===== src/mmhl_pkg.sv =====
// Shared types and constants of the multi-class margin hinge loss core.
// No dependencies; every other file of the core except mmhl_if imports this package.
`default_nettype none
package mmhl_pkg;

    // Configuration register indexes
    localparam logic [2:0] REG_NUM_CLASSES   = 3'd0;
    localparam logic [2:0] REG_MARGIN        = 3'd1;
    localparam logic [2:0] REG_POWER_SELECT  = 3'd2;
    localparam logic [2:0] REG_REDUCTION     = 3'd3;
    localparam logic [2:0] REG_WEIGHT_ENABLE = 3'd4;

    // Input commands
    localparam logic CMD_SCORE  = 1'b0;
    localparam logic CMD_WEIGHT = 1'b1;

    // Reduction modes; the unused code behaves as a sum
    localparam logic [1:0] MODE_NONE = 2'd0;
    localparam logic [1:0] MODE_MEAN = 2'd1;
    localparam logic [1:0] MODE_SUM  = 2'd2;

    localparam logic [1:0] POWER_LINEAR  = 2'd1;
    localparam logic [1:0] POWER_SQUARED = 2'd2;

    // Reset values of the registers
    localparam logic [6:0]        RST_NUM_CLASSES = 7'd2;
    localparam logic signed [15:0] RST_MARGIN     = 16'sd256;

    localparam logic [39:0]        LOSS_MAX   = 40'hFF_FFFF_FFFF;
    localparam logic signed [64:0] ACC_LIM    = 65'sh0_4000_0000_0000_0000;
    localparam logic [69:0]        MAG_LIM    = 70'h0_4000_0000_0000_0000;
    localparam int                 DIV_STEPS  = 64;
    localparam int                 QDEPTH     = 4;
    localparam int                 QPTR_W     = 2;

    typedef struct packed {
        logic [6:0]        num_classes;
        logic signed [15:0] margin;
        logic [1:0]        power_select;
        logic [1:0]        reduction_mode;
        logic              weight_enable;
    } cfg_t;

    // One classified input item, as queued between front and back
    typedef struct packed {
        logic        cmd;
        logic [15:0] value;
        logic [5:0]  index;      // weight entry, or the row target
        logic [6:0]  slot;       // score position in the row
        logic [6:0]  ncls;       // effective class count for this item
        logic        row_end;
        logic        last;
    } entry_t;

endpackage
`default_nettype wire


===== src/mmhl_fifo.sv =====
// Short queue of classified items between the front and back parts.
// Depends on mmhl_pkg.
`default_nettype none
module mmhl_fifo (
    input  logic             clk,
    input  logic             rst_n,
    input  logic             push,
    input  mmhl_pkg::entry_t entry_in,
    output logic             full,
    input  logic             pop,
    output logic             valid,
    output mmhl_pkg::entry_t entry_out
);
    import mmhl_pkg::*;

    entry_t            slots_reg [QDEPTH];
    logic [QPTR_W-1:0] wr_reg;
    logic [QPTR_W-1:0] rd_reg;
    logic [QPTR_W:0]   cnt_reg;

    assign full      = (cnt_reg == (QPTR_W+1)'(QDEPTH));
    assign valid     = (cnt_reg != '0);
    assign entry_out = slots_reg[rd_reg];

    always_ff @(posedge clk)
    begin
        if (push)
            slots_reg[wr_reg] <= entry_in;
    end

    always_ff @(posedge clk or negedge rst_n)
    begin
        if (!rst_n)
        begin
            wr_reg  <= '0;
            rd_reg  <= '0;
            cnt_reg <= '0;
        end
        else
        begin
            if (push)
                wr_reg <= wr_reg + 1'b1;
            if (pop)
                rd_reg <= rd_reg + 1'b1;
            if (push && !pop)
                cnt_reg <= cnt_reg + 1'b1;
            else if (pop && !push)
                cnt_reg <= cnt_reg - 1'b1;
        end
    end

endmodule
`default_nettype wire


===== config.mk =====
export PLATFORM = sky130hd
export DESIGN_NAME = mmhl_fifo
export DESIGN_NICKNAME = d
export VERILOG_FILES = /design/src/mmhl_pkg.sv /design/src/mmhl_fifo.sv
export SDC_FILE = /design/constraint.sdc
export NUM_CORES = 1
export LEC_CHECK = 0
export ABC_AREA = 0
export BUFFER_PORTS_ARGS = -buffer_cell sky130_fd_sc_hd__buf_4
export CORE_AREA = 4 4 129 106
export DETAILED_ROUTE_END_ITERATION = 8
export DIE_AREA = 0 0 133 110
export GPL_TIMING_DRIVEN = 0
export PLACE_DENSITY_LB_ADDON = 0.25
export RECOVER_POWER = 25
export SLEW_MARGIN = 5
export SYNTH_ARGS = -nofsm -noshare
export SYNTH_HDL_FRONTEND = slang
export SYNTH_SLANG_ARGS = --single-unit
export TNS_END_PERCENT = 100

===== constraint.sdc =====
create_clock -name clk -period 2.51 [get_ports clk]
set_clock_uncertainty 0.2 [all_clocks]
set_input_delay 0.6275 -clock clk [delete_from_list [all_inputs] [get_ports clk]]
set_output_delay 0.6275 -clock clk [all_outputs]
set_load 0.02 [all_outputs]

### Word-level counts from Yosys, hierarchy flattened

Memory sizes are Yosys's and may differ from the RTL's.
Index checks and enable logic that the tools add are counted.

| storage, ports and cells | value |
|---|---|
| register bits after elaboration | 7 |
| output and inout port bits | 41 |
| bits in writable memories | 156 |
| word-level logic and storage cells | 19 |
| memories | 1 |

| operators by class | value |
|---|---|
| eq/ne operators | 1 |
| multiplexer cells | 4 |
| add/subtract/negate cells | 4 |
| reductions and logical operators | 6 |

Memories:

| name | depth | width | rd ports | clocked after memory_dff | wr ports | line | RTL |
|---|---|---|---|---|---|---|---|
| slots_reg | 4 | 39 | 1 | 0 | 1 | mmhl_fifo.sv:16 | `entry_t slots_reg [QDEPTH];` |

Operator list:

| operator | number |
|---|---|
| 3-bit 2-to-1 mux | 2 |
| 2-bit by 1-bit adder with 2-bit output, second input constant | 2 |
| 3-bit by 1-bit adder with 3-bit output, second input constant | 1 |
| 3-bit == test, second input constant | 1 |
| 3-bit nonzero test | 1 |
| 3-bit by 1-bit subtractor with 3-bit output, second input constant | 1 |
| 1-bit logical AND | 2 |
| 1-bit zero test | 2 |
| 1-bit 2-to-1 mux | 2 |
| 2-bit nonzero test | 1 |

### Depth between registers and ports, before layout

Gate-level depths: netlist (run 1).

| depth | value |
|---|---|
| depth after elaboration | 4 |
| depth in mapped cells | 7 |

### Worst setup path before layout (run 1)

Ideal clock, no wire load.

| timing | value |
|---|---|
| path type | input port to flip-flop |
| start point | in push |
| end point | mem slots_reg[1][0] in the netlist's numbering (enable) |
| stages | 1 |
| path slack | 0.332 ns |
| path buffers | 0 |
| library setup time | 0.400 ns |
| data arrival time | 1.578 ns |
| cell sequence | and2_1 |

| on the way | value |
|---|---|
| cells in the longest elaborated chain, start to end | 2 |

Ends and longest elaborated chain:

| element | line | RTL |
|---|---|---|
| start: declaration | mmhl_fifo.sv:7 | `input logic push,` |
| 1-bit 2-to-1 mux | mmhl_fifo.sv:27 | `if (push)` |
| 1-bit 2-to-1 mux (not written as such) | mmhl_fifo.sv:28 | `slots_reg[wr_reg] <= entry_in;` |
| end: declaration | mmhl_fifo.sv:16 |  |

Every way passes these cells.

==> results.toml, run 1 <==
[floorplan]
start_util_pct = 49.72
ios = 84
die_x_microns = 133
die_h_microns = 110
fp-row-count = 36
dieArea_sq_mm = 0.01463
coreArea_sq_mm = 0.01221

[global_route]
grt-ovfl-total = 0
grt_pass1_vias = 2951
grt_pass1_wl_microns = 16620
antenna_found_initial = 0
grt_max_degree = 25
grtUsageTotal_pct = 15.75
use_met2_pct = 24.89
busiest_layer = "met2"
use_met1_pct = 20.95
grt_util_met3_pct = 5.535

[final_layout]
nets = 395
synthToLayoutAreaGrowth_pct = 26.63
design_area_sq_mm = 0.007686
fill_cells = 855
largest_reg_flops = 156
diodes = 0
drive_above_1_share_pct = 40.39
instances_no_fill = 530

[logic_synthesis]
synth_async_sr_flop_share_pct = 4.294
synth_edf_count = 156
yosysTopAreaCellShare_pct = 77.18
yosys-top-cells-count = "edfxtp_1 (156), mux4_2 (38), dfrtp_1 (7), ha_1 (5)"
syn_area_per_cell_sq_um = 25.50
yosys_warnings = 0
synth.area.top_cells = "edfxtp_1 (77%), mux4_2 (14%), dfrtp_1 (2.9%)"
syn_area_sq_mm = 0.006070
synth_seq_area_share_pct = 80.07
ys_ff_latch = 163
synth_nets = 287
synthCells = 238
synthFlopType = "edfxtp_1"
ys_types = 19
synth_most_common_cell = "edfxtp_1"
yosysTopAreaCell = "edfxtp_1"

[sta]
holdWs_ns = 0.2139
setup_ws_ns = -0.08513
tightest_slew_ns = 0.6212
tns_ns = -2.089
fin_crit_ns = 2.595
drv_slew = 0
fmax_ghz = 0.3853
setup_viol = 39
post-route-period-util_pct = 103.4
slew_headroom_pct = 58.58
finalHoldViolCount = 0
rsz0062_at_grt = "yes"

[critical_path]
slowest_delay_ns = 0.54
reg2reg_slack_ns = 0.55
crit_type = "reg -> out"
r2r-start = "wr_reg[1]"
path_common_cell = "buf_6"
worstRegToRegCells = 4
setup.worst_path.start_class = "flop"
cp_slowest_cell = "mux4_2"
critPathRequiredTime_ns = 1.68
cp-end-kind = "primary output"
cp.arrival_ns = 1.77
r2r_end = "slots_reg[1][33]"
path_cells = "buf_6 > buf_12 > mux4_2 > buf_6"
cp_max_fo = 10

[cts]
cts.sinks = 163
clockRootBuffer = "clkbuf_16"
clk_latency_ns = 0.41
clk_pin_slew_worst_paths_ns = 0.06
htree_num_levels = 4
cts_buffers = 17
clockBufferDepth = 2
cts_tree = "yes"

[drt]
drt_iter0_drc = 181
drt_pre_antenna_iters = 4
routed_wl_microns = 10570
wire_per_inst_microns = 19.94
vias = 2748
drtAntennaViolNets = 0
viasPerCell = 5.185
drc = 0

[min_path]
hold_depth = 2
holdCritStartpoint = "pop"
hold_path.class = "in -> reg"
hold_path_end = "rd_reg[0]"

[power_and_ir_drop]
p_per_area_mw_per_mm2 = 1284
ir_drop_v = 0.0007444
p_leak_nw = 2.646

[placement]
place_congestion = 0.6780
dpl_cell_area_sq_mm = 0.006999
dp.cells = 496
place_hpwl_microns = 6551
portBuffers = 83
place_ws_ns = 0.3241

[job]
drv_cap = 0

[status]
outcome = "complete, but fails checks"
violations = "negative setup slack"
worst max path at each step:
| stage | slack (ns) | end | cells past startpoint | from |
|---|---|---|---|---|
| after floorplan | 0.33 | slots_reg[1][0] | 1 | push |
| after global placement | -0.54 | slots_reg[0][12] | 2 | push |
| after detailed placement | 0.32 | entry_out[33] | 4 | rd_reg[0] |
| after CTS | -0.12 | entry_out[33] | 4 | rd_reg[0] |
| after global routing | -0.16 | entry_out[31] | 4 | rd_reg[0] |
| final | -0.09 | entry_out[33] | 4 | rd_reg[0] |
stage by stage:
step / utilization (%) / total power, mW
CTS: 63.68 / 10.02
floorplan: - / 5.780
global placement: 56.58 / 6.887
finish: 62.97 / 9.872
global route: 62.97 / 10.33
detailed placement: 57.34 / 6.998
routing by layer:
metal / part of all wire, % / vias up
met4: 0.89 / 0
met5: 0 / -
met3: 6.0 / 8
met2: 50 / 87
met1: 43 / 1431
li1: - / 1222
critical path, delay by kind of cell, from the launching register on:
family                 cells  cell delay (ns)
buffers and inverters      3             0.48
DFF                        1             0.34
muxes                      1             0.54
timing repair:
item	4_1_cts	5_1_grt
buffers inserted	1	0
endpoints found under the hold margin	7	0
setup endpoints to repair	39	39
resized for setup	38	1
hold buffers	1	0
cells by family (layout without fill, tap and decap cells):
| group | after synthesis | count (layout) | share of synthesized area [%] |
|---|---|---|---|
| multiplexers | 40 | 40 | 14.72 |
| buffers and inverters | 13 | 134 | 2.082 |
| AO/OA/AOI/OAI | 1 | 1 | 0.08238 |
| AND/OR/NAND/NOR | 9 | 9 | 0.8246 |
| adder cells (fa/ha/maj) | 6 | 6 | 1.361 |
| XOR/XNOR | 6 | 6 | 0.8658 |
| flip-flops | 163 | 163 | 80.07 |
layout by cell type (no fill, tap or decap):
cell type	netlist	layout
buf_6	1	39
xor2_1	4	4
mux2_2	1	1
xnor2_1	2	2
buf_12	4	7
buf_2	4	3
inv_6	0	2
nor3b_1	1	1
and2_2	0	4
clkinv_4	0	2
fa_1	1	1
buf_4	0	22
o21ai_0	1	1
mux4_2	38	38
nor2_1	1	1
bufinv_16	0	4
dfrtp_1	7	7
clkinvlp_4	0	1
clkinv_1	0	1
or3_1	1	1
buf_16	0	1
clkbuf_16	0	17
clkbuf_1	0	26
inv_1	4	4
clkbuf_4	0	1
edfxtp_1	156	156
ha_1	5	5
clkinv_2	0	3
mux4_1	1	1
dlygate4sd3_1	0	1
nand2_1	2	2
power by group:
group / switching (mW) / leakage (nW) / internal (mW)
logic: 1.71 / 0.832 / 1.76
clock network: 1.01 / 0.299 / 1.67
registers: 0.149 / 1.51 / 3.57
total: 2.88 / 2.65 / 6.99
cell type report:
cell class                 count  area (sq um)  area share [%]
buffer                         9         113.9           1.481
clock buffer                  19         432.9           5.632
clock inverter                13         181.4           2.360
inverter                       4         15.01          0.1953
multi-input combinational     62          1089           14.16
sequential                   163          4860           63.23
tap                          171         214.0           2.784
timing repair buffer          89         780.7           10.16
(Power assumes the default switching activity.)
==> run 2, diff against run 1 <==
Settings changed: CORE_AREA 4 4 129 106 to 4 4 116 118, DIE_AREA 0 0 133 110 to 0 0 120 122.
==> results.toml, run 2 (synthesized netlist as in run 1, its figures left out) <==
[status]
outcome = "complete, but fails checks"
violations = "negative setup slack"

[floorplan]
coreArea_sq_mm = 0.01247
die_x_microns = 120
dieArea_sq_mm = 0.01464
fp-row-count = 41
start_util_pct = 48.69
die_h_microns = 122
ios = 84

[sta]
setup_ws_ns = -0.09462
holdWs_ns = 0.2144
post-route-period-util_pct = 103.8
slew_headroom_pct = 69.88
finalHoldViolCount = 0
fin_crit_ns = 2.605
tightest_slew_ns = 0.4519
tns_ns = -2.946
fmax_ghz = 0.3839
setup_viol = 38
rsz0062_at_grt = "yes"
drv_slew = 0

[cts]
clk_pin_slew_worst_paths_ns = 0.06
cts_tree = "yes"
cts.sinks = 163
clk_latency_ns = 0.41
htree_num_levels = 4
clockRootBuffer = "clkbuf_16"
cts_buffers = 17
clockBufferDepth = 2

[critical_path]
cp.arrival_ns = 1.78
cp-end-kind = "primary output"
cp_max_fo = 5
cp_slowest_cell = "mux4_2"
critPathBufInv = 3
setup.worst_path.start_class = "flop"
crit_type = "reg -> out"
critPathRequiredTime_ns = 1.68
critPathTopFamily = "multiplexers"
slowest_delay_ns = 0.53
path_cells = "clkbuf_16 > buf_12 > mux4_2 > buf_6"

[power_and_ir_drop]
p_leak_nw = 2.667
p_clk_share_pct = 24.2
swShare_pct = 28.88
ir_drop_v = 0.0005745
pwr-share-comb_pct = 37.8
p_per_area_mw_per_mm2 = 1264
total_power_mw = 9.786
seq_power_share_pct = 38.0
p_int_mw = 6.960
power_switching_mw = 2.826

[drt]
drc = 0
routed_wl_microns = 10420
vias = 2746
viasPerCell = 5.123
drt_pre_antenna_iters = 4
drt_iter0_drc = 187
wire_per_inst_microns = 19.43
drtAntennaViolNets = 0

[placement]
dpl_cell_area_sq_mm = 0.006993
place_congestion = 0.6468
dp.cells = 497
place_ws_ns = 0.3262
place_hpwl_microns = 6330
portBuffers = 83

[final_layout]
utilization_pct = 62.09
largest_reg_flops = 156
register_area_sq_mm = 0.004861
instances_no_fill = 536
multiInputGateArea_sq_mm = 0.001085
layout_common_cells = "edfxtp_1 (156), mux4_2 (39), buf_6 (39)"
synthToLayoutAreaGrowth_pct = 27.52
final_common_cell = "edfxtp_1"
nets = 400
diodes = 0
fill_cells = 873
drive_above_1_share_pct = 40.11
design_area_sq_mm = 0.007740

[global_route]
antenna_found_initial = 0
grt-ovfl-total = 0
grt_pass1_vias = 2853
grt_pass1_wl_microns = 15880
grt_max_degree = 31
grtUsageTotal_pct = 14.95

[min_path]
hold_path.class = "in -> reg"

[job]
drv_cap = 0
[run 2: cell types whose count changed in the layout (fill, tap and decap cells not counted), sizes merged]
cell | previous run | this run
bufinv | 4 | 1
inv | 6 | 4
clkinvlp | 1 | 0
clkbuf | 44 | 57
clkinv | 6 | 4
[run 2: repair_timing]
action,4_1_cts,5_1_grt
setup endpoints to repair,39,39
hold buffers,1,0
pin swaps,0,0
gates resized for setup,38,5
buffers inserted,0,1
hold endpoints to repair,7,0
cloned,0,5
[run 2: path summary, 6_finish.rpt]
kind	from	to	slack, ns	cells past startpoint
max	rd_reg[0]	entry_out[31]	-0.09	4
min	entry_in[36]	slots_reg[1][36]	0.21	1
max reg2reg	wr_reg[0]	slots_reg[2][13]	0.65	4
min reg2reg	cnt_reg[2]	cnt_reg[2]	0.29	1
max in group asynchronous	rst_n	rd_reg[0]	1.60	2
min in group asynchronous	rst_n	cnt_reg[0]	0.37	2
[run 2: cell type report]
| class | count | area share (%) |
|---|---|---|
| well taps | 172 | 2.780 |
| flip-flops and latches | 163 | 62.80 |
| inverters | 4 | 0.1940 |
| clock buffers | 27 | 6.369 |
| multi-input cells | 62 | 14.02 |
| repair buffers | 94 | 11.61 |
| clock inverters | 5 | 0.6790 |
| plain buffers | 9 | 1.552 |
[run 2: power groups by stage]
stage                     Combinational [mW]  Sequential [mW]  Clock [mW]
after floorplan                         2.05             3.73           0
after global placement                  3.12             3.77           0
after detailed placement                3.23             3.77           0
after CTS                               3.55             3.71        2.42
after global routing                    3.94             3.76        2.55
final                                   3.70             3.72        2.37
[run 2: per-layer routing]
layer	track usage, %	routed length, microns
met1	18.72	4342
met2	23.99	5305
met3	4.968	617
met4	6.657	152
met5	0	0
==> run 3, diff against run 2 <==
==> constraint.sdc (replaced) <==
create_clock -name clk -period 2.33 [get_ports clk]
set_clock_uncertainty 0.2 [all_clocks]
set_input_delay 0.233 -clock clk [delete_from_list [all_inputs] [get_ports clk]]
set_output_delay 0.233 -clock clk [all_outputs]
set_load 0.02 [all_outputs]
==> results.toml, run 3 (synthesized netlist as in run 1, its figures left out) <==
[cts]
htree_num_levels = 4
clockBufferDepth = 2
cts_buffers = 17
cts_tree = "yes"
clk_pin_slew_worst_paths_ns = 0.06
clk_latency_ns = 0.41
clockRootBuffer = "clkbuf_16"
cts_resized = 0
cts.sinks = 163

[power_and_ir_drop]
p_int_mw = 7.049
ir_drop_v = 0.0006293
power_switching_mw = 2.911
swShare_pct = 29.23
pwr-share-comb_pct = 34.4
p_leak_nw = 2.729
seq_power_share_pct = 40.1
p_clk_share_pct = 25.6
p_per_area_mw_per_mm2 = 1265

[final_layout]
largest_reg_flops = 156
final_common_cell = "edfxtp_1"
synthToLayoutAreaGrowth_pct = 29.75
nets = 436
drive_above_1_share_pct = 34.50
diodes = 0
utilization_pct = 63.17
layout_common_cells = "edfxtp_1 (156), buf_4 (58), dlygate4sd3_1 (43)"

[sta]
fin_crit_ns = 2.201
drv_slew = 0
tightest_slew_ns = 0.4612
tns_ns = 0
setup_viol = 0
fmax_ghz = 0.4543
slew_headroom_pct = 69.25
setup_ws_ns = 0.1287
rsz0062_at_grt = "no"
finalHoldViolCount = 0
post-route-period-util_pct = 94.48

[floorplan]
fp-row-count = 41
ios = 84
start_util_pct = 48.69
coreArea_sq_mm = 0.01247
die_h_microns = 122
dieArea_sq_mm = 0.01464
die_x_microns = 120

[drt]
viasPerCell = 4.967
vias = 2841
drt_pre_antenna_iters = 5
drc = 0
wire_per_inst_microns = 18.14
drt_iter0_drc = 187
routed_wl_microns = 10370
drtAntennaViolNets = 0

[global_route]
grt_pass1_wl_microns = 16360
grt_pass1_vias = 3014
grt_max_degree = 31
grtUsageTotal_pct = 15.33
antenna_found_initial = 0
grt-ovfl-total = 0

[critical_path]
crit_type = "reg -> out"
path_cells = "buf_6 > buf_12 > mux4_2 > buf_4"
cp-end-kind = "primary output"
setup.worst_path.start_class = "flop"
slowest_delay_ns = 0.52
critPathRequiredTime_ns = 1.90
cp_slowest_cell = "mux4_2"
cp.arrival_ns = 1.77
cp_max_fo = 10

[placement]
place_hpwl_microns = 6330
place_ws_ns = 0.4158
portBuffers = 83
place_congestion = 0.6468

[job]
drv_cap = 0

[min_path]
hold_path.class = "reg -> reg"

[status]
outcome = "finished, final reports clean"
run 3: cell types whose count changed in the layout (fill, tap and decap cells not counted), sizes merged:
cell         previous run  this run
dlygate4sd3             1        43
clkbuf                 57        52
buf                    72        71
run 3: power by group through the flow:
stage | Sequential (mW) | Clock, mW | Combinational (mW)
floorplan | 4.02 | 0 | 2.21
global placement | 4.07 | 0 | 3.37
detailed placement | 4.06 | 0 | 3.47
CTS | 4.00 | 2.61 | 3.54
global route | 4.04 | 2.73 | 3.69
finish | 3.99 | 2.55 | 3.42
run 3: layer usage:
layer,global-route usage [%],share of wire (%),vias up
li1,-,-,1297
met3,4.735,5.7,19
met5,0,0,-
met4,6.657,1.9,0
met2,24.76,51,77
met1,19.38,41,1448
run 3: worst paths after layout:
check,startpoint,to,slack (ns),cells past startpoint
worst max-delay path,rd_reg[0],entry_out[27],0.13,4
max in group asynchronous,rst_n,wr_reg[1],1.08,3
worst min register to register,cnt_reg[2],cnt_reg[2],0.29,1
min in group asynchronous,rst_n,cnt_reg[0],0.59,3
worst min-delay path,cnt_reg[2],cnt_reg[2],0.29,1
worst max register to register,wr_reg[0],slots_reg[2][13],0.47,4
run 3: through the flow:
step / cells / area, sq um / total power [mW] / hold slack, ns
finish: 572 / 7875 / 9.961 / 0.2858
global route: 572 / 7875 / 10.47 / 0.3072
CTS: 572 / 7969 / 10.15 / 0.2878
detailed placement: 497 / 6993 / 7.533 / -0.1428
global placement: 493 / 6908 / 7.431 / -0.1454
floorplan: 238 / 6070 / 6.227 / -0.2626
run 3: what timing repair did:
action,in CTS,in global routing
endpoints found under the hold margin,167,0
setup buffers,0,0
hold buffers,43,0
endpoints found under the setup margin,0,0
run 3: worst max-delay path, delay by kind of cell (launching register included):
family	cells	cell delay, ns
mux	1	0.52
buf+inv	3	0.49
flops	1	0.33
run 3: area by class of cell:
cell class | instances | area, sq um
Buffer | 9 | 111.4
Clock buffer | 27 | 493.0
Clock inverter | 5 | 52.55
Fill cell | 879 | 4591
Inverter | 4 | 15.01
Multi-Input combinational cell | 62 | 1089
Sequential cell | 163 | 4860
Tap cell | 172 | 215.2
Timing Repair Buffer | 130 | 1040
