--- config.mk ---
export PLATFORM = sky130hd
export DESIGN_NAME = mmhl_front_flat
export DESIGN_NICKNAME = d
export VERILOG_FILES = /design/src/mmhl_pkg.sv /design/src/mmhl_if.sv /design/src/mmhl_front.sv /design/src/flat_wrapper.sv
export SDC_FILE = /design/constraint.sdc
export NUM_CORES = 1
export LEC_CHECK = 0
export ABC_AREA = 1
export BUFFER_PORTS_ARGS = -buffer_cell sky130_fd_sc_hd__buf_4
export CAP_MARGIN = 15
export CORE_MARGIN = 3
export CORE_UTILIZATION = 44
export CTS_CLUSTER_DIAMETER = 120
export CTS_CLUSTER_SIZE = 10
export DETAILED_ROUTE_END_ITERATION = 6
export PLACE_DENSITY = 0.8
export SETUP_SLACK_MARGIN = 0.5
export SLEW_MARGIN = 20
export SYNTH_ARGS = -nofsm -noshare
export SYNTH_HDL_FRONTEND = slang
export SYNTH_SLANG_ARGS = --single-unit
--- constraint.sdc ---
create_clock -name clk -period 2.7 [get_ports clk]
set_clock_uncertainty 0.2 [all_clocks]
set_input_delay 0 -clock clk [delete_from_list [all_inputs] [get_ports clk]]
set_output_delay 0 -clock clk [all_outputs]
set_load 0.01 [all_outputs]
--- src/mmhl_pkg.sv ---
// Shared types and constants of the multi-class margin hinge loss core.
// No dependencies; every other file of the core except mmhl_if imports this package.
`default_nettype none
package mmhl_pkg;

    // Configuration register indexes
    localparam logic [2:0] REG_NUM_CLASSES   = 3'd0;
    localparam logic [2:0] REG_MARGIN        = 3'd1;
    localparam logic [2:0] REG_POWER_SELECT  = 3'd2;
    localparam logic [2:0] REG_REDUCTION     = 3'd3;
    localparam logic [2:0] REG_WEIGHT_ENABLE = 3'd4;

    // Input commands
    localparam logic CMD_SCORE  = 1'b0;
    localparam logic CMD_WEIGHT = 1'b1;

    // Reduction modes; the unused code behaves as a sum
    localparam logic [1:0] MODE_NONE = 2'd0;
    localparam logic [1:0] MODE_MEAN = 2'd1;
    localparam logic [1:0] MODE_SUM  = 2'd2;

    localparam logic [1:0] POWER_LINEAR  = 2'd1;
    localparam logic [1:0] POWER_SQUARED = 2'd2;

    // Reset values of the registers
    localparam logic [6:0]        RST_NUM_CLASSES = 7'd2;
    localparam logic signed [15:0] RST_MARGIN     = 16'sd256;

    localparam logic [39:0]        LOSS_MAX   = 40'hFF_FFFF_FFFF;
    localparam logic signed [64:0] ACC_LIM    = 65'sh0_4000_0000_0000_0000;
    localparam logic [69:0]        MAG_LIM    = 70'h0_4000_0000_0000_0000;
    localparam int                 DIV_STEPS  = 64;
    localparam int                 QDEPTH     = 4;
    localparam int                 QPTR_W     = 2;

    typedef struct packed {
        logic [6:0]        num_classes;
        logic signed [15:0] margin;
        logic [1:0]        power_select;
        logic [1:0]        reduction_mode;
        logic              weight_enable;
    } cfg_t;

    // One classified input item, as queued between front and back
    typedef struct packed {
        logic        cmd;
        logic [15:0] value;
        logic [5:0]  index;      // weight entry, or the row target
        logic [6:0]  slot;       // score position in the row
        logic [6:0]  ncls;       // effective class count for this item
        logic        row_end;
        logic        last;
    } entry_t;

endpackage
`default_nettype wire

--- src/mmhl_if.sv ---
// Channel interfaces of the hinge loss core: item input, result output, register writes.
// Depends on nothing; field widths are fixed by the item formats.
`default_nettype none
interface mmhl_in_if;
    logic              valid;
    logic              ready;
    logic              command;
    logic signed [15:0] value;
    logic [5:0]        class_index;
    logic              last_in_batch;

    modport source (output valid, command, value, class_index, last_in_batch, input ready);
    modport sink   (input valid, command, value, class_index, last_in_batch, output ready);
endinterface

`default_nettype wire

--- src/mmhl_front.sv ---
// Front part: accepts items, tracks the row position and tags row ends.
// Depends on mmhl_pkg and mmhl_if; feeds mmhl_fifo.
`default_nettype none
module mmhl_front #(
    parameter int MAX_CLASSES = 64
) (
    input  logic             clk,
    input  logic             rst_n,
    mmhl_in_if.sink          items,
    input  logic [6:0]       num_classes,
    input  logic             full,
    output logic             push,
    output mmhl_pkg::entry_t entry
);
    import mmhl_pkg::*;

    logic [6:0] cnt_reg;
    logic [5:0] tgt_reg;
    logic [6:0] n_eff;
    logic [5:0] tgt;
    logic       is_score;
    logic       row_end;

    always_comb
    begin
        if (num_classes == 7'd0)
            n_eff = 7'd1;
        else if (int'(num_classes) > MAX_CLASSES)
            n_eff = 7'(MAX_CLASSES);
        else
            n_eff = num_classes;
        is_score = (items.command == CMD_SCORE);
        tgt      = (cnt_reg == 7'd0) ? items.class_index : tgt_reg;
        row_end  = ({1'b0, cnt_reg} + 8'd1) >= {1'b0, n_eff};

        entry.cmd     = items.command;
        entry.value   = items.value;
        entry.index   = is_score ? tgt : items.class_index;
        entry.slot    = cnt_reg;
        entry.ncls    = n_eff;
        entry.row_end = is_score && row_end;
        entry.last    = items.last_in_batch;
    end

    assign items.ready = !full;
    assign push        = items.valid && !full;

    always_ff @(posedge clk or negedge rst_n)
    begin
        if (!rst_n)
        begin
            cnt_reg <= 7'd0;
            tgt_reg <= 6'd0;
        end
        else if (push && is_score)
        begin
            cnt_reg <= row_end ? 7'd0 : cnt_reg + 7'd1;
            tgt_reg <= tgt;
        end
    end

endmodule
`default_nettype wire

--- src/flat_wrapper.sv ---
// flat-port wrapper written by rule: the top's interface ports become plain ports
module mmhl_front_flat import mmhl_pkg::*;
#(
    parameter int MAX_CLASSES = 64
)
  (clk, rst_n, num_classes, full, push, entry, items_valid, items_command, items_value, items_class_index, items_last_in_batch, items_ready);
  mmhl_in_if items_i ();
  input  logic clk;
  input  logic rst_n;
  input  logic [6:0] num_classes;
  input  logic full;
  output logic push;
  output mmhl_pkg::entry_t entry;
  input wire logic [$bits(items_i.valid)-1:0] items_valid;
  input wire logic [$bits(items_i.command)-1:0] items_command;
  input wire logic [$bits(items_i.value)-1:0] items_value;
  input wire logic [$bits(items_i.class_index)-1:0] items_class_index;
  input wire logic [$bits(items_i.last_in_batch)-1:0] items_last_in_batch;
  output wire logic [$bits(items_i.ready)-1:0] items_ready;
  assign items_i.valid = items_valid;
  assign items_i.command = items_command;
  assign items_i.value = items_value;
  assign items_i.class_index = items_class_index;
  assign items_i.last_in_batch = items_last_in_batch;
  assign items_ready = items_i.ready;
  mmhl_front #(.MAX_CLASSES(MAX_CLASSES)) u_core (.clk(clk), .rst_n(rst_n), .items(items_i), .num_classes(num_classes), .full(full), .push(push), .entry(entry));
endmodule
Yosys cells after proc, flatten, opt, wreduce, memory -nomap -nowiden
Cells that the tools add are included.

Bits in registers: 13. Input bits: 35.

Add/sub/neg operators: 2. Reductions and logical operators: 6. Order comparisons: 2. Multiplexer cells: 5. Bitwise logic cells: 1.

Operator list (number): $mux W7 (3); $logic_not A7 Y1 (2); $mux W6 (2); $add A7 B1 Y8 const B (1); $ge A8 B7 Y1 (1); $add A7 B1 Y7 const B (1); $gt A7 B7 Y1 const B (1); $logic_and A1 B1 Y1 (3); $logic_not A1 Y1 (1); $not A1 Y1 (1).

Longest topological paths before layout
Gate-level depths: netlist of run 1.

Depth after elaboration: 5. Mapped depth: 15. Depth with buffers taken out: 15.

Worst setup path before layout of run 1
OpenSTA, ideal clock, no wires.

Kind: register -> register. From: reg u_core.cnt_reg[0]. To: reg u_core.cnt_reg[5]. Required time: 2.435 ns. Arrival time: 1.831 ns. Cell stages (with the launch flop): 14. Path buffers: 0. Slack: 0.604 ns. Library setup time: 0.065 ns. Period minus slack after synthesis: 2.096 ns. Path through: dfrtp_1 ha_1 nand2_1 inv_1 or2_2 inv_1 ha_1 nand2_1 inv_1 nand2_1 nand2_1 nand2_1 nand3_1 nand2_1.

Longest elaborated chain between the ends: 3. Elaborated cells between the ends (all ways): 4. Those cells by class: 2 x add/sub; 1 x order compare; 1 x mux.

Ends and longest elaborated chain: start: declaration (line mmhl_front.sv:17) `logic [6:0] cnt_reg;`; start signal: assignment (line mmhl_front.sv:57) `cnt_reg <= row_end ? 7'd0 : cnt_reg + 7'd1;`; $add A7 B1 Y8 (line mmhl_front.sv:34) `row_end = ({1'b0, cnt_reg} + 8'd1) >= {1'b0, n_eff};`; $ge A8 B7 Y1 (line mmhl_front.sv:34); $mux W7 * (line mmhl_front.sv:57).

Every way passes the cells marked *; elsewhere a longest branch is shown, timed or not. A chain may end at the register's enable or synchronous reset.

==> flow_summary.html, run 1 <==
<table>
<tr><th>Metric</th><th>Value</th></tr>
<tr><th colspan="2">Clock tree</th></tr>
<tr><td>Number of buffers inserted during clock tree synthesis</td><td>3</td></tr>
<tr><td>Clock tree from TritonCTS</td><td>built</td></tr>
<tr><td>Root buf cell</td><td>sky130_fd_sc_hd__clkbuf_4</td></tr>
<tr><td>Number of H-tree levels</td><td>1</td></tr>
<tr><td>Number of clock sinks</td><td>13</td></tr>
<tr><td>CTS max path bufs</td><td>2</td></tr>
<tr><td>Clock latency at the later pin of the worst-skew pair</td><td>0.28 ns</td></tr>
<tr><td>Clock transition at the register clock pins on the worst setup and hold paths after CTS</td><td>0.08 ns</td></tr>
<tr><th colspan="2">GRT</th></tr>
<tr><td>Number of global-route vias before repair</td><td>1344</td></tr>
<tr><td>Total congestion overflow</td><td>0</td></tr>
<tr><td>Number of antenna violations at the first check in global routing</td><td>0</td></tr>
<tr><td>First-pass GRT wire length</td><td>5865 um</td></tr>
<tr><td>All-Layer GR Usage</td><td>21.24%</td></tr>
<tr><td>Maximum number of pins on one net before global-route repair</td><td>20</td></tr>
<tr><th colspan="2">Timing</th></tr>
<tr><td>Tightest Pin Transition</td><td>0.6087 ns</td></tr>
<tr><td>Crit path setup slack, layout</td><td>0.4106 ns</td></tr>
<tr><td>Slew HR</td><td>59.29%</td></tr>
<tr><td>Final setup violation count</td><td>0</td></tr>
<tr><td>Fmax achieved</td><td>0.4368 GHz</td></tr>
<tr><td>Final total negative setup slack</td><td>0 ns</td></tr>
<tr><td>Final Max Slew Viols</td><td>0</td></tr>
<tr><td>Final hold viol count</td><td>0</td></tr>
<tr><td>Period utilization</td><td>84.79%</td></tr>
<tr><td>Min cycle time layout</td><td>2.289 ns</td></tr>
<tr><td>RSZ-0062 raised after global routing</td><td>true</td></tr>
<tr><td>Worst hold slack after final layout</td><td>0.006255 ns</td></tr>
<tr><th colspan="2">Worst setup path</th></tr>
<tr><td>Startpoint-to-endpoint class of the critical path</td><td>flip-flop to output pin</td></tr>
<tr><td>Critical-path cell with the highest stage delay</td><td>sky130_fd_sc_hd__dfrtp_2</td></tr>
<tr><td>Type of origin of the critical path</td><td>flip-flop</td></tr>
<tr><td>Cell family with the largest share of critical-path delay</td><td>simple AND/OR/NAND/NOR gates</td></tr>
<tr><td>Critical path fanouts, max</td><td>4</td></tr>
<tr><td>Required time of the critical path</td><td>2.50 ns</td></tr>
<tr><td>Cell-by-cell listing of the critical path</td><td>ha_4 -&gt; nand2_4 -&gt; inv_2 -&gt; nand2_1 -&gt; nand2_2 -&gt; nand2_1 -&gt; ha_1 -&gt; and3_4 -&gt; nand2_4 -&gt; a21oi_2 -&gt; buf_4</td></tr>
<tr><td>Peak per-stage delay on the critical path</td><td>0.43 ns</td></tr>
<tr><td>Data arrival time of the worst path</td><td>2.09 ns</td></tr>
<tr><td>Crit. End Element</td><td>output pin</td></tr>
<tr><td>CP bufs+invs</td><td>2</td></tr>
<tr><th colspan="2">Yosys</th></tr>
<tr><td>Post-synthesis compound-gate area fraction</td><td>9.065%</td></tr>
<tr><td>Dominant cells by area after synthesis</td><td>sky130_fd_sc_hd__dfrtp_1, sky130_fd_sc_hd__nand2_1, sky130_fd_sc_hd__buf_4, sky130_fd_sc_hd__ha_1, sky130_fd_sc_hd__inv_1</td></tr>
<tr><td>Post-synthesis instance area</td><td>1297 sq um</td></tr>
<tr><td>Number of cells produced by synthesis</td><td>200</td></tr>
<tr><td>Register bit total from synthesis</td><td>13</td></tr>
<tr><td>Largest family of logic cells by synthesized area</td><td>simple AND/OR/NAND/NOR gates</td></tr>
<tr><td>Count of yosys warnings during synthesis</td><td>0</td></tr>
<tr><td>Share of synthesized area spent on multiplexers</td><td>0%</td></tr>
<tr><td>Synthesized area divided by synthesized cell count</td><td>6.487 sq um</td></tr>
<tr><td>Biggest area consumer among synthesized cells</td><td>sky130_fd_sc_hd__dfrtp_1</td></tr>
<tr><td>Post-synthesis share of cell area spent on and, or, nand and nor gates</td><td>34.14%</td></tr>
<tr><td>Post-synth net total</td><td>244</td></tr>
<tr><td>Post-synthesis adder-cell area fraction</td><td>8.679%</td></tr>
<tr><td>Portion of synthesized cell area occupied by the leading cell type</td><td>25.07%</td></tr>
<tr><td>Number of distinct library cell variants in the gate-level netlist after synthesis</td><td>23</td></tr>
<tr><td>XOR/XNOR share of the synthesized area</td><td>0.6750%</td></tr>
<tr><td>Seq/Total Area, Yosys</td><td>25.07%</td></tr>
<tr><th colspan="2">Routing</th></tr>
<tr><td>DR WL/cell</td><td>13.58 um</td></tr>
<tr><td>Via count</td><td>1492</td></tr>
<tr><td>Total Wirelength</td><td>3911 um</td></tr>
<tr><td>Drt first-iter violations</td><td>61</td></tr>
<tr><td>Number of search-and-repair iterations in the first detailed-routing pass</td><td>4</td></tr>
<tr><td>Routed via count divided by cell count</td><td>5.181</td></tr>
<tr><td>Drt drc</td><td>0</td></tr>
<tr><td>DRT antenna net count</td><td>0</td></tr>
<tr><th colspan="2">Power and ir drop</th></tr>
<tr><td>Cell Pwr Density</td><td>792.9 nW/um^2</td></tr>
<tr><td>Highest ir drop seen on vdd</td><td>0.6009 mV</td></tr>
<tr><td>Leakage power</td><td>1.094 nW</td></tr>
<tr><th colspan="2">Placement</th></tr>
<tr><td>Worst setup timing slack at the placement stage</td><td>0.3093 ns</td></tr>
<tr><td>RD Place Congestion</td><td>0.8236</td></tr>
<tr><td>Final HPWL DP</td><td>2244 um</td></tr>
<tr><td>Standard cell area after detailed placement</td><td>1478 sq um</td></tr>
<tr><td>Quantity of I/O buffers inserted on ports</td><td>41</td></tr>
<tr><th colspan="2">Die</th></tr>
<tr><td>Die outline area</td><td>3637 sq um</td></tr>
<tr><td>Placeable core region</td><td>2781 sq um</td></tr>
<tr><td>Width of the die</td><td>60.31 um</td></tr>
<tr><td>Die H</td><td>60.31 um</td></tr>
<tr><td>I/O pin cnt</td><td>76</td></tr>
<tr><td>Starting density of the core</td><td>46.65%</td></tr>
<tr><td>Standard-cell rows</td><td>19</td></tr>
<tr><th colspan="2">Finish</th></tr>
<tr><td>Post-layout nets</td><td>302</td></tr>
<tr><td>Register area</td><td>330.3 sq um</td></tr>
<tr><td>Area Overhead vs Synth</td><td>52.65%</td></tr>
<tr><td>Antenna diode count</td><td>0</td></tr>
<tr><td>Multi-input logic area</td><td>820.8 sq um</td></tr>
<tr><td>Share of post-route cells with drive strength above 1</td><td>33.46%</td></tr>
<tr><td>Fillers</td><td>196</td></tr>
<tr><td>Total non-filler cell area in the finished layout</td><td>1981 sq um</td></tr>
<tr><td>Max reg flops</td><td>7</td></tr>
<tr><th colspan="2">Flow run</th></tr>
<tr><td>Number of max-capacitance violations reported</td><td>0</td></tr>
<tr><th colspan="2">Hold path</th></tr>
<tr><td>Worst hold path class</td><td>input port to output pin</td></tr>
<tr><th colspan="2">Outcome</th></tr>
<tr><td>Run status</td><td>finished clean</td></tr>
</table>
routing by layer:
metal	vias to the layer above	wire length (um)	global-route usage, %
li1	717	-	-
met1	700	1591	27.39
met2	69	1943	34.57
met3	6	325	5.832
met4	0	50	6.329
met5	-	0	0
final timing paths:
| kind | start | depth (start not counted) | slack [ns] | end |
|---|---|---|---|---|
| max | u_core.cnt_reg[1] | 11 | 0.41 | entry[1] |
| min | num_classes[6] | 2 | 0.006 | entry[8] |
| max reg2reg | u_core.cnt_reg[1] | 13 | 0.54 | u_core.cnt_reg[3] |
| min reg2reg | u_core.tgt_reg[4] | 2 | 0.29 | u_core.tgt_reg[4] |
| max in group asynchronous | rst_n | 3 | 1.27 | u_core.cnt_reg[3] |
| min in group asynchronous | rst_n | 3 | 0.60 | u_core.tgt_reg[4] |
cell usage after synthesis (all sizes together):
cell type and count:
clkbuf 1, buf 22, ha 9, o21bai 1, nor3 1, nand4 1, dfrtp 13, inv 30
o21ai 1, and3 1, nand3b 1, nand2 75, a21oi 3, or2 1, xor2 1, clkinv 1
nand3 10, o211ai 12, nor2 16
cell type report:
class | count | share of cell area, %
multi-input combinational | 133 | 41.44
timing repair buffer | 76 | 32.72
sequential | 13 | 16.68
inverter | 31 | 5.875
tap | 31 | 1.958
clock buffer | 4 | 1.327
worst reg2reg max path: stages, from the launching register on:
cell,delay (ns)
sky130_fd_sc_hd__dfrtp_2,0.43
sky130_fd_sc_hd__ha_4,0.17
sky130_fd_sc_hd__nand2_4,0.06
sky130_fd_sc_hd__inv_2,0.09
sky130_fd_sc_hd__nand2_1,0.08
sky130_fd_sc_hd__nand2_2,0.08
sky130_fd_sc_hd__nand2_1,0.06
sky130_fd_sc_hd__ha_1,0.30
sky130_fd_sc_hd__nand2_1,0.10
sky130_fd_sc_hd__nand2_2,0.07
sky130_fd_sc_hd__nor2_4,0.15
sky130_fd_sc_hd__buf_6,0.15
sky130_fd_sc_hd__nand3_1,0.08
sky130_fd_sc_hd__nand2_1,0.07
logic make-up after synthesis:
kind of cell	after synthesis
AO/OA/AOI/OAI	17
XOR/XNOR	1
adder cells (fa/ha/maj)	9
buffers and inverters	54
flip-flops	13
AND/OR/NAND/NOR	106
where the power goes:
part           switching (mW)  total, mW  internal, mW
Clock                  0.0656      0.123        0.0574
Combinational           0.578       1.08         0.506
Sequential             0.0905      0.363         0.273
Total                   0.735       1.57         0.836
metrics by stage:
stage | power, mW | cells | util [%]
after floorplan | 0.8885 | 200 | -
after detailed placement | 1.102 | 250 | 53.13
after global routing | 1.706 | 288 | 71.21
after global placement | 1.077 | 250 | 53.13
after CTS | 1.478 | 286 | 69.55
final | 1.570 | 288 | 71.21
cell usage in the layout (no fill, tap or decap):
cell                            count
sky130_fd_sc_hd__nor2_4             1
sky130_fd_sc_hd__or2_4              1
sky130_fd_sc_hd__clkbuf_1           1
sky130_fd_sc_hd__ha_1               3
sky130_fd_sc_hd__nand2_1           70
sky130_fd_sc_hd__ha_4               6
sky130_fd_sc_hd__a21oi_1            2
sky130_fd_sc_hd__buf_4             47
sky130_fd_sc_hd__dfrtp_2            4
sky130_fd_sc_hd__clkinv_1           1
sky130_fd_sc_hd__o21ai_0            1
sky130_fd_sc_hd__nor2_2             3
sky130_fd_sc_hd__a21oi_2            1
sky130_fd_sc_hd__nand2_4            2
sky130_fd_sc_hd__inv_1             23
sky130_fd_sc_hd__nor2_1            12
sky130_fd_sc_hd__nand4_4            1
sky130_fd_sc_hd__dfrtp_1            9
sky130_fd_sc_hd__nor3_1             1
sky130_fd_sc_hd__dlygate4sd3_1     25
sky130_fd_sc_hd__xor2_2             1
sky130_fd_sc_hd__nand2_2            3
sky130_fd_sc_hd__nand3_1            9
sky130_fd_sc_hd__nand3_4            1
sky130_fd_sc_hd__o21bai_1           1
sky130_fd_sc_hd__clkbuf_4           3
sky130_fd_sc_hd__o211ai_1          12
sky130_fd_sc_hd__and3_4             1
sky130_fd_sc_hd__buf_6              4
sky130_fd_sc_hd__nand3b_1           1
sky130_fd_sc_hd__inv_2              7
timing repair:
| action | in CTS | in global routing |
|---|---|---|
| pin swaps | 7 | 7 |
| setup buffers | 7 | 2 |
| hold buffers | 25 | 0 |
| endpoints found under the setup margin | 8 | 8 |
| cloned | 0 | 0 |
| hold endpoints to repair | 36 | 0 |
| resized for setup | 29 | 8 |
Note: power is estimated with default switching activity, not from simulation.
==> run 2: changes to the inputs <==
--- a/config.mk
+++ b/config.mk
@@ -5,15 +5,15 @@
 export SDC_FILE = /design/constraint.sdc
 export NUM_CORES = 1
 export LEC_CHECK = 0
-export ABC_AREA = 1
+export ABC_AREA = 0
 export BUFFER_PORTS_ARGS = -buffer_cell sky130_fd_sc_hd__buf_4
 export CAP_MARGIN = 15
 export CORE_MARGIN = 3
-export CORE_UTILIZATION = 44
+export CORE_UTILIZATION = 42
 export CTS_CLUSTER_DIAMETER = 120
 export CTS_CLUSTER_SIZE = 10
 export DETAILED_ROUTE_END_ITERATION = 6
-export PLACE_DENSITY = 0.8
+export PLACE_DENSITY = 0.79
 export SETUP_SLACK_MARGIN = 0.5
 export SLEW_MARGIN = 20
 export SYNTH_ARGS = -nofsm -noshare
==> constraint.sdc (replaced) <==
create_clock -name clk -period 2.2 [get_ports clk]
set_clock_uncertainty 0.2 [all_clocks]
set_input_delay 0 -clock clk [delete_from_list [all_inputs] [get_ports clk]]
set_output_delay 0 -clock clk [all_outputs]
set_load 0.01 [all_outputs]
==> flow_summary.html, run 2 <==
<table>
<tr><th>Metric</th><th>Value</th></tr>
<tr><th colspan="2">Outcome</th></tr>
<tr><td>Run status</td><td>finished, violations left</td></tr>
<tr><td>Failing checks</td><td>negative setup slack</td></tr>
<tr><th colspan="2">Finish</th></tr>
<tr><td>Fillers</td><td>157</td></tr>
<tr><td>Leading cell type in the layout, fill and taps excluded</td><td>sky130_fd_sc_hd__buf_4</td></tr>
<tr><td>Most used cells in the layout excluding fill and tap cells</td><td>sky130_fd_sc_hd__buf_4, sky130_fd_sc_hd__dlygate4sd3_1, sky130_fd_sc_hd__nand2_1, sky130_fd_sc_hd__inv_1, sky130_fd_sc_hd__dfrtp_1</td></tr>
<tr><td>Final instance count without filler cells</td><td>229</td></tr>
<tr><td>Multi-input logic area</td><td>778.2 sq um</td></tr>
<tr><td>Register area</td><td>330.3 sq um</td></tr>
<tr><td>Antenna diode count</td><td>0</td></tr>
<tr><td>Max reg flops</td><td>7</td></tr>
<tr><td>Area Overhead vs Synth</td><td>74.04%</td></tr>
<tr><td>Utilization after layout</td><td>78.82%</td></tr>
<tr><td>Share of post-route cells with drive strength above 1</td><td>53.27%</td></tr>
<tr><td>Total non-filler cell area in the finished layout</td><td>1988 sq um</td></tr>
<tr><td>Post-layout nets</td><td>244</td></tr>
<tr><th colspan="2">Flow run</th></tr>
<tr><td>Number of max-capacitance violations reported</td><td>0</td></tr>
<tr><th colspan="2">Yosys</th></tr>
<tr><td>Commonest register cell after synthesis</td><td>sky130_fd_sc_hd__dfrtp_1</td></tr>
<tr><td>Post-synth net total</td><td>168</td></tr>
<tr><td>Post-synthesis share of cell area spent on and, or, nand and nor gates</td><td>18.18%</td></tr>
<tr><td>Most frequent cells after synthesis</td><td>sky130_fd_sc_hd__buf_4, sky130_fd_sc_hd__nand2_1, sky130_fd_sc_hd__dfrtp_1, sky130_fd_sc_hd__inv_1, sky130_fd_sc_hd__ha_1</td></tr>
<tr><td>Number of cells produced by synthesis</td><td>124</td></tr>
<tr><td>XOR/XNOR share of the synthesized area</td><td>3.834%</td></tr>
<tr><td>Post-synthesis adder-cell area fraction</td><td>9.858%</td></tr>
<tr><td>Biggest area consumer among synthesized cells</td><td>sky130_fd_sc_hd__dfrtp_1</td></tr>
<tr><td>Largest family of logic cells by synthesized area</td><td>simple AND/OR/NAND/NOR gates</td></tr>
<tr><td>Top-count cell post-synth</td><td>sky130_fd_sc_hd__buf_4</td></tr>
<tr><td>Async set-reset flop share out of synthesis</td><td>100.0%</td></tr>
<tr><td>Portion of synthesized cell area occupied by the leading cell type</td><td>28.48%</td></tr>
<tr><td>EDFF count, synth</td><td>0</td></tr>
<tr><td>Synthesized area divided by synthesized cell count</td><td>9.212 sq um</td></tr>
<tr><td>Post-synthesis instance area</td><td>1142 sq um</td></tr>
<tr><td>Seq/Total Area, Yosys</td><td>28.48%</td></tr>
<tr><td>Post-synthesis compound-gate area fraction</td><td>9.419%</td></tr>
<tr><td>Dominant cells by area after synthesis</td><td>sky130_fd_sc_hd__dfrtp_1, sky130_fd_sc_hd__buf_4, sky130_fd_sc_hd__ha_1, sky130_fd_sc_hd__mux2_4, sky130_fd_sc_hd__mux2_1</td></tr>
<tr><td>Register bit total from synthesis</td><td>13</td></tr>
<tr><td>Count of yosys warnings during synthesis</td><td>0</td></tr>
<tr><td>Share of synthesized area spent on multiplexers</td><td>13.80%</td></tr>
<tr><td>Number of distinct library cell variants in the gate-level netlist after synthesis</td><td>35</td></tr>
<tr><th colspan="2">Routing</th></tr>
<tr><td>Number of search-and-repair iterations in the first detailed-routing pass</td><td>4</td></tr>
<tr><td>Routed via count divided by cell count</td><td>5.332</td></tr>
<tr><td>Via count</td><td>1221</td></tr>
<tr><td>Drt drc</td><td>0</td></tr>
<tr><td>Drt first-iter violations</td><td>29</td></tr>
<tr><td>DR WL/cell</td><td>16.34 um</td></tr>
<tr><td>Total Wirelength</td><td>3743 um</td></tr>
<tr><td>DRT antenna net count</td><td>0</td></tr>
<tr><th colspan="2">Worst setup path</th></tr>
<tr><td>Type of origin of the critical path</td><td>flip-flop</td></tr>
<tr><td>Reg-to-reg slack, setup</td><td>-0.26 ns</td></tr>
<tr><td>Critical R2R Capture</td><td>u_core.cnt_reg[5]</td></tr>
<tr><td>Critical path fanouts, max</td><td>8</td></tr>
<tr><td>Reg2reg start</td><td>u_core.cnt_reg[0]</td></tr>
<tr><td>Data arrival time of the worst path</td><td>2.44 ns</td></tr>
<tr><td>Startpoint-to-endpoint class of the critical path</td><td>flip-flop to flip-flop</td></tr>
<tr><td>Required time of the critical path</td><td>2.19 ns</td></tr>
<tr><td>Crit. End Element</td><td>flip-flop</td></tr>
<tr><td>Number of cell instances on the worst register-to-register path</td><td>8</td></tr>
<tr><th colspan="2">Power and ir drop</th></tr>
<tr><td>Leakage power</td><td>0.9956 nW</td></tr>
<tr><td>Total Power</td><td>1.641 mW</td></tr>
<tr><td>Cell Pwr Density</td><td>825.3 nW/um^2</td></tr>
<tr><td>Highest ir drop seen on vdd</td><td>0.6031 mV</td></tr>
<tr><th colspan="2">GRT</th></tr>
<tr><td>Number of global-route vias before repair</td><td>1171</td></tr>
<tr><td>Maximum number of pins on one net before global-route repair</td><td>14</td></tr>
<tr><td>Number of antenna violations at the first check in global routing</td><td>0</td></tr>
<tr><td>Total congestion overflow</td><td>0</td></tr>
<tr><td>All-Layer GR Usage</td><td>21.91%</td></tr>
<tr><td>First-pass GRT wire length</td><td>5609 um</td></tr>
<tr><th colspan="2">Placement</th></tr>
<tr><td>RD Place Congestion</td><td>0.8551</td></tr>
<tr><td>Instance count after placement with tap cells included</td><td>190</td></tr>
<tr><td>Quantity of I/O buffers inserted on ports</td><td>41</td></tr>
<tr><td>Worst setup timing slack at the placement stage</td><td>-0.1877 ns</td></tr>
<tr><td>Final HPWL DP</td><td>2442 um</td></tr>
<tr><td>Standard cell area after detailed placement</td><td>1500 sq um</td></tr>
<tr><th colspan="2">Timing</th></tr>
<tr><td>Slew HR</td><td>59.83%</td></tr>
<tr><td>Tightest Pin Transition</td><td>0.6005 ns</td></tr>
<tr><td>Period utilization</td><td>111.6%</td></tr>
<tr><td>Final setup violation count</td><td>20</td></tr>
<tr><td>Crit path setup slack, layout</td><td>-0.2550 ns</td></tr>
<tr><td>Min cycle time layout</td><td>2.455 ns</td></tr>
<tr><td>RSZ-0062 raised after global routing</td><td>true</td></tr>
<tr><td>Final hold viol count</td><td>0</td></tr>
<tr><td>Final Max Slew Viols</td><td>0</td></tr>
<tr><td>Fmax achieved</td><td>0.4073 GHz</td></tr>
<tr><th colspan="2">Clock tree</th></tr>
<tr><td>Number of buffers inserted during clock tree synthesis</td><td>3</td></tr>
<tr><td>Clock latency at the later pin of the worst-skew pair</td><td>0.29 ns</td></tr>
<tr><td>Root buf cell</td><td>sky130_fd_sc_hd__clkbuf_4</td></tr>
<tr><td>Number of H-tree levels</td><td>1</td></tr>
<tr><td>CTS max path bufs</td><td>2</td></tr>
<tr><td>Clock transition at the register clock pins on the worst setup and hold paths after CTS</td><td>0.08 ns</td></tr>
<tr><td>Number of clock sinks</td><td>13</td></tr>
<tr><td>Clock tree from TritonCTS</td><td>built</td></tr>
<tr><th colspan="2">Hold path</th></tr>
<tr><td>Worst hold path class</td><td>input port to output pin</td></tr>
<tr><td>Destination of the worst hold path</td><td>items_ready</td></tr>
<tr><td>Startpoint of the lowest-slack hold path</td><td>full</td></tr>
<tr><td>Cells on Worst Hold Path</td><td>3</td></tr>
<tr><th colspan="2">Die</th></tr>
<tr><td>Starting density of the core</td><td>45.29%</td></tr>
<tr><td>Die outline area</td><td>3381 sq um</td></tr>
<tr><td>Placeable core region</td><td>2522 sq um</td></tr>
<tr><td>Standard-cell rows</td><td>18</td></tr>
<tr><td>Width of the die</td><td>58.15 um</td></tr>
<tr><td>I/O pin cnt</td><td>76</td></tr>
<tr><td>Die H</td><td>58.15 um</td></tr>
</table>
[run 2: changes by cell type in the layout (fill, tap and decap cells not counted), moves of 7 or more]
cell	previous run	this run
sky130_fd_sc_hd__inv_1	23	10
sky130_fd_sc_hd__nand2_1	70	16
sky130_fd_sc_hd__mux2_4	0	7
sky130_fd_sc_hd__nor2_1	12	2
sky130_fd_sc_hd__o211ai_1	12	1
sky130_fd_sc_hd__buf_4	47	59
sky130_fd_sc_hd__nand3_1	9	1
[run 2: per-stage QoR]
step           TNS [ns]  hold WS, ns
3_3_place_gp    -0.1677      -0.3491
5_1_grt          -4.239      0.05520
4_1_cts          -2.917      0.03696
3_5_place_dp    -0.5082      -0.3460
2_1_floorplan   -0.1549      -0.4956
6_report         -2.732      0.04019
[run 2: how the worst max path moves through the flow]
stage	startpoint	endpoint	slack (ns)	depth (start not counted)
4_1_cts	u_core.cnt_reg[0]	entry[1]	-0.23	9
3_5_place_dp	u_core.cnt_reg[0]	u_core.cnt_reg[5]	-0.19	7
6_report	u_core.cnt_reg[0]	u_core.cnt_reg[5]	-0.26	8
2_1_floorplan	u_core.cnt_reg[3]	u_core.cnt_reg[5]	-0.09	8
3_3_place_gp	u_core.cnt_reg[0]	u_core.cnt_reg[5]	-0.11	7
5_1_grt	u_core.cnt_reg[0]	entry[1]	-0.36	9
[run 2: cell families (layout without fill, tap and decap cells)]
group | Yosys count | in the layout
compound gates | 16 | 16
xor+xnor | 5 | 5
fa+ha+maj | 9 | 9
buf+inv | 32 | 107
flops | 13 | 13
mux | 12 | 12
simple gates | 37 | 37
[run 2: critical path: stages, from the launching register on]
cell	delay, ns
sky130_fd_sc_hd__dfrtp_2	0.48
sky130_fd_sc_hd__ha_4	0.20
sky130_fd_sc_hd__xor2_1	0.14
sky130_fd_sc_hd__ha_1	0.31
sky130_fd_sc_hd__a211oi_2	0.22
sky130_fd_sc_hd__a21o_1	0.21
sky130_fd_sc_hd__buf_4	0.14
sky130_fd_sc_hd__nand3_4	0.14
sky130_fd_sc_hd__o32ai_2	0.31
[run 2: cell type report]
class                   instances  area share, %
multi-input cells              79          39.14
well taps                      30          1.888
flip-flops and latches         13          16.61
repair buffers                 91          38.77
inverters                      12          2.266
clock buffers                   4          1.322
[run 2: where the power goes]
group          internal (mW)  switching [mW]
logic                  0.598           0.476
registers              0.322          0.0914
clock network         0.0706          0.0830
[run 2: per-layer routing]
layer	track usage, %	vias up	share of wire (%)
met3	4.454	11	6.9
met1	26.02	580	39
met4	8.278	0	2.9
met2	38.55	67	52
met5	0	-	0
li1	-	563	-
[run 2: repair_timing]
| item | CTS | global route |
|---|---|---|
| resized for setup | 14 | 14 |
| hold endpoints to repair | 37 | 0 |
| setup buffers | 5 | 4 |
| endpoints found under the setup margin | 20 | 20 |
| pin swaps | 9 | 8 |
| hold buffers | 26 | 0 |
==> run 3: changes to the inputs <==
--- a/config.mk
+++ b/config.mk
@@ -19,3 +19,4 @@
 export SYNTH_ARGS = -nofsm -noshare
 export SYNTH_HDL_FRONTEND = slang
 export SYNTH_SLANG_ARGS = --single-unit
+export TNS_END_PERCENT = 20
==> flow_summary.html, run 3 (synthesis gave the netlist of run 2 again) <==
<table>
<tr><th>Metric</th><th>Value</th></tr>
<tr><th colspan="2">Placement</th></tr>
<tr><td>Worst setup timing slack at the placement stage</td><td>-0.1286 ns</td></tr>
<tr><td>Standard cell area after detailed placement</td><td>1471 sq um</td></tr>
<tr><td>RD Place Congestion</td><td>0.7925</td></tr>
<tr><td>Instance count after placement with tap cells included</td><td>190</td></tr>
<tr><td>Quantity of I/O buffers inserted on ports</td><td>41</td></tr>
<tr><td>Final HPWL DP</td><td>2345 um</td></tr>
<tr><th colspan="2">Worst setup path</th></tr>
<tr><td>Type of origin of the critical path</td><td>flip-flop</td></tr>
<tr><td>Data arrival time of the worst path</td><td>2.38 ns</td></tr>
<tr><td>Crit. End Element</td><td>output pin</td></tr>
<tr><td>Critical-path cell with the highest stage delay</td><td>sky130_fd_sc_hd__dfrtp_2</td></tr>
<tr><td>Critical path fanouts, max</td><td>4</td></tr>
<tr><td>Required time of the critical path</td><td>2.00 ns</td></tr>
<tr><td>Peak per-stage delay on the critical path</td><td>0.42 ns</td></tr>
<tr><td>Cell-by-cell listing of the critical path</td><td>and2_4 -&gt; and4_1 -&gt; xnor2_1 -&gt; ha_1 -&gt; a21o_1 -&gt; a21oi_2 -&gt; buf_4 -&gt; a31oi_4 -&gt; buf_6</td></tr>
<tr><td>Startpoint-to-endpoint class of the critical path</td><td>flip-flop to output pin</td></tr>
<tr><td>Number of cell instances on the worst register-to-register path</td><td>10</td></tr>
<tr><td>Reg-to-reg slack, setup</td><td>-0.36 ns</td></tr>
<tr><th colspan="2">Timing</th></tr>
<tr><td>Final Max Slew Viols</td><td>0</td></tr>
<tr><td>Final setup violation count</td><td>20</td></tr>
<tr><td>Tightest Pin Transition</td><td>0.6334 ns</td></tr>
<tr><td>RSZ-0062 raised after global routing</td><td>true</td></tr>
<tr><td>Fmax achieved</td><td>0.3873 GHz</td></tr>
<tr><td>Slew HR</td><td>57.64%</td></tr>
<tr><td>Final total negative setup slack</td><td>-5.711 ns</td></tr>
<tr><td>Final hold viol count</td><td>0</td></tr>
<tr><td>Crit path setup slack, layout</td><td>-0.3818 ns</td></tr>
<tr><td>Min cycle time layout</td><td>2.582 ns</td></tr>
<tr><td>Period utilization</td><td>117.4%</td></tr>
<tr><th colspan="2">Routing</th></tr>
<tr><td>Drt first-iter violations</td><td>67</td></tr>
<tr><td>DR WL/cell</td><td>18.78 um</td></tr>
<tr><td>Drt drc</td><td>0</td></tr>
<tr><td>Routed via count divided by cell count</td><td>5.681</td></tr>
<tr><td>Number of search-and-repair iterations in the first detailed-routing pass</td><td>5</td></tr>
<tr><td>DRT antenna net count</td><td>0</td></tr>
<tr><td>Total Wirelength</td><td>4358 um</td></tr>
<tr><td>Via count</td><td>1318</td></tr>
<tr><th colspan="2">Finish</th></tr>
<tr><td>Multi-input logic area</td><td>745.7 sq um</td></tr>
<tr><td>Area Overhead vs Synth</td><td>74.48%</td></tr>
<tr><td>Total non-filler cell area in the finished layout</td><td>1993 sq um</td></tr>
<tr><td>Register area</td><td>327.8 sq um</td></tr>
<tr><td>Leading cell type in the layout, fill and taps excluded</td><td>sky130_fd_sc_hd__buf_4</td></tr>
<tr><td>Utilization after layout</td><td>79.02%</td></tr>
<tr><td>Post-layout nets</td><td>247</td></tr>
<tr><td>Antenna diode count</td><td>0</td></tr>
<tr><td>Max reg flops</td><td>7</td></tr>
<tr><td>Most used cells in the layout excluding fill and tap cells</td><td>sky130_fd_sc_hd__buf_4, sky130_fd_sc_hd__dlygate4sd3_1, sky130_fd_sc_hd__nand2_1, sky130_fd_sc_hd__mux2_4, sky130_fd_sc_hd__dfrtp_1</td></tr>
<tr><td>Share of post-route cells with drive strength above 1</td><td>50.50%</td></tr>
<tr><td>Final instance count without filler cells</td><td>232</td></tr>
<tr><td>Fillers</td><td>152</td></tr>
<tr><th colspan="2">GRT</th></tr>
<tr><td>Maximum number of pins on one net before global-route repair</td><td>14</td></tr>
<tr><td>Most congested layer reported by global routing</td><td>met2</td></tr>
<tr><td>All-Layer GR Usage</td><td>25.50%</td></tr>
<tr><td>Number of antenna violations at the first check in global routing</td><td>0</td></tr>
<tr><td>Total congestion overflow</td><td>0</td></tr>
<tr><td>First-pass GRT wire length</td><td>6410 um</td></tr>
<tr><td>GRT met2 Usage</td><td>44.52%</td></tr>
<tr><td>Number of global-route vias before repair</td><td>1313</td></tr>
<tr><td>Met1 layer usage reported by global route</td><td>26.81%</td></tr>
<tr><td>Met3 GRT Util</td><td>7.795%</td></tr>
<tr><th colspan="2">Clock tree</th></tr>
<tr><td>Number of clock sinks</td><td>13</td></tr>
<tr><td>Number of H-tree levels</td><td>1</td></tr>
<tr><td>Number of buffers inserted during clock tree synthesis</td><td>3</td></tr>
<tr><td>CTS max path bufs</td><td>2</td></tr>
<tr><td>Root buf cell</td><td>sky130_fd_sc_hd__clkbuf_4</td></tr>
<tr><td>Clock tree from TritonCTS</td><td>built</td></tr>
<tr><td>Clock transition at the register clock pins on the worst setup and hold paths after CTS</td><td>0.08 ns</td></tr>
<tr><td>Clock latency at the later pin of the worst-skew pair</td><td>0.30 ns</td></tr>
<tr><th colspan="2">Power and ir drop</th></tr>
<tr><td>Leakage power</td><td>1.035 nW</td></tr>
<tr><td>Cell Pwr Density</td><td>885.5 nW/um^2</td></tr>
<tr><td>Highest ir drop seen on vdd</td><td>0.6526 mV</td></tr>
<tr><th colspan="2">Outcome</th></tr>
<tr><td>Failing checks</td><td>negative setup slack</td></tr>
<tr><td>Run status</td><td>finished, violations left</td></tr>
<tr><th colspan="2">Die</th></tr>
<tr><td>Placeable core region</td><td>2522 sq um</td></tr>
<tr><td>Die outline area</td><td>3381 sq um</td></tr>
<tr><td>Width of the die</td><td>58.15 um</td></tr>
<tr><td>I/O pin cnt</td><td>76</td></tr>
<tr><td>Starting density of the core</td><td>45.29%</td></tr>
<tr><td>Standard-cell rows</td><td>18</td></tr>
<tr><td>Die H</td><td>58.15 um</td></tr>
<tr><th colspan="2">Hold path</th></tr>
<tr><td>Cells on Worst Hold Path</td><td>2</td></tr>
<tr><td>Worst hold path class</td><td>input port to output pin</td></tr>
<tr><th colspan="2">Flow run</th></tr>
<tr><td>Number of max-capacitance violations reported</td><td>0</td></tr>
</table>
[run 3: cell types whose count changed in the layout (fill, tap and decap cells not counted), sizes merged]
cell and delta:
buf +4, dlygate4sd3 -1
[run 3: what timing repair did]
item | in CTS | in global routing
hold buffers | 25 | 0
setup buffers | 8 | 5
pin swaps | 4 | 6
endpoints found under the hold margin | 36 | 0
setup endpoints to repair | 20 | 20
resized for setup | 30 | 5
[run 3: area by class of cell]
type	instances	share of cell area, %
tap	30	1.883
clock buffer	4	1.318
timing repair buffer	94	40.43
inverter	12	2.511
multi-input combinational	79	37.41
sequential	13	16.45
[run 3: per-stage QoR]
| stage | power, mW | hold slack (ns) |
|---|---|---|
| 4_1_cts | 1.650 | 0.004953 |
| 3_3_place_gp | 1.161 | -0.3492 |
| 6_report | 1.765 | 0.01068 |
| 5_1_grt | 1.846 | 0.02691 |
| 3_5_place_dp | 1.199 | -0.3440 |
| 2_1_floorplan | 0.8309 | -0.4956 |
[run 3: critical path: cells and delay by family (launching register included)]
kind	cells	cell delay (ns)
AOI/OAI and AO/OA	3	0.49
xor gates and xnor gates	1	0.13
adders and majority gates	1	0.31
buffers and inverters	2	0.32
DFF	1	0.42
and+or+nand+nor	2	0.40
[run 3: path summary, 6_finish.rpt]
check,startpoint,to
hold / removal,num_classes[6],entry[8]
max in group asynchronous,rst_n,u_core.cnt_reg[3]
min in group asynchronous,rst_n,u_core.tgt_reg[1]
setup / recovery,u_core.cnt_reg[3],entry[1]
hold reg to reg,u_core.tgt_reg[5],u_core.tgt_reg[5]
setup reg to reg,u_core.cnt_reg[1],u_core.cnt_reg[2]
[run 3: per-layer routing]
metal | part of all wire (%) | routed length [um]
met4 | 4.4 | 192
met2 | 51 | 2234
met1 | 34 | 1465
met5 | 0 | 0
met3 | 11 | 465
[run 3: where the power goes]
group | internal, mW | switching, mW | leakage, nW | total [mW]
Combinational | 0.678 | 0.535 | 0.852 | 1.21
Clock | 0.0709 | 0.0928 | 0.0150 | 0.164
Sequential | 0.318 | 0.0701 | 0.168 | 0.388
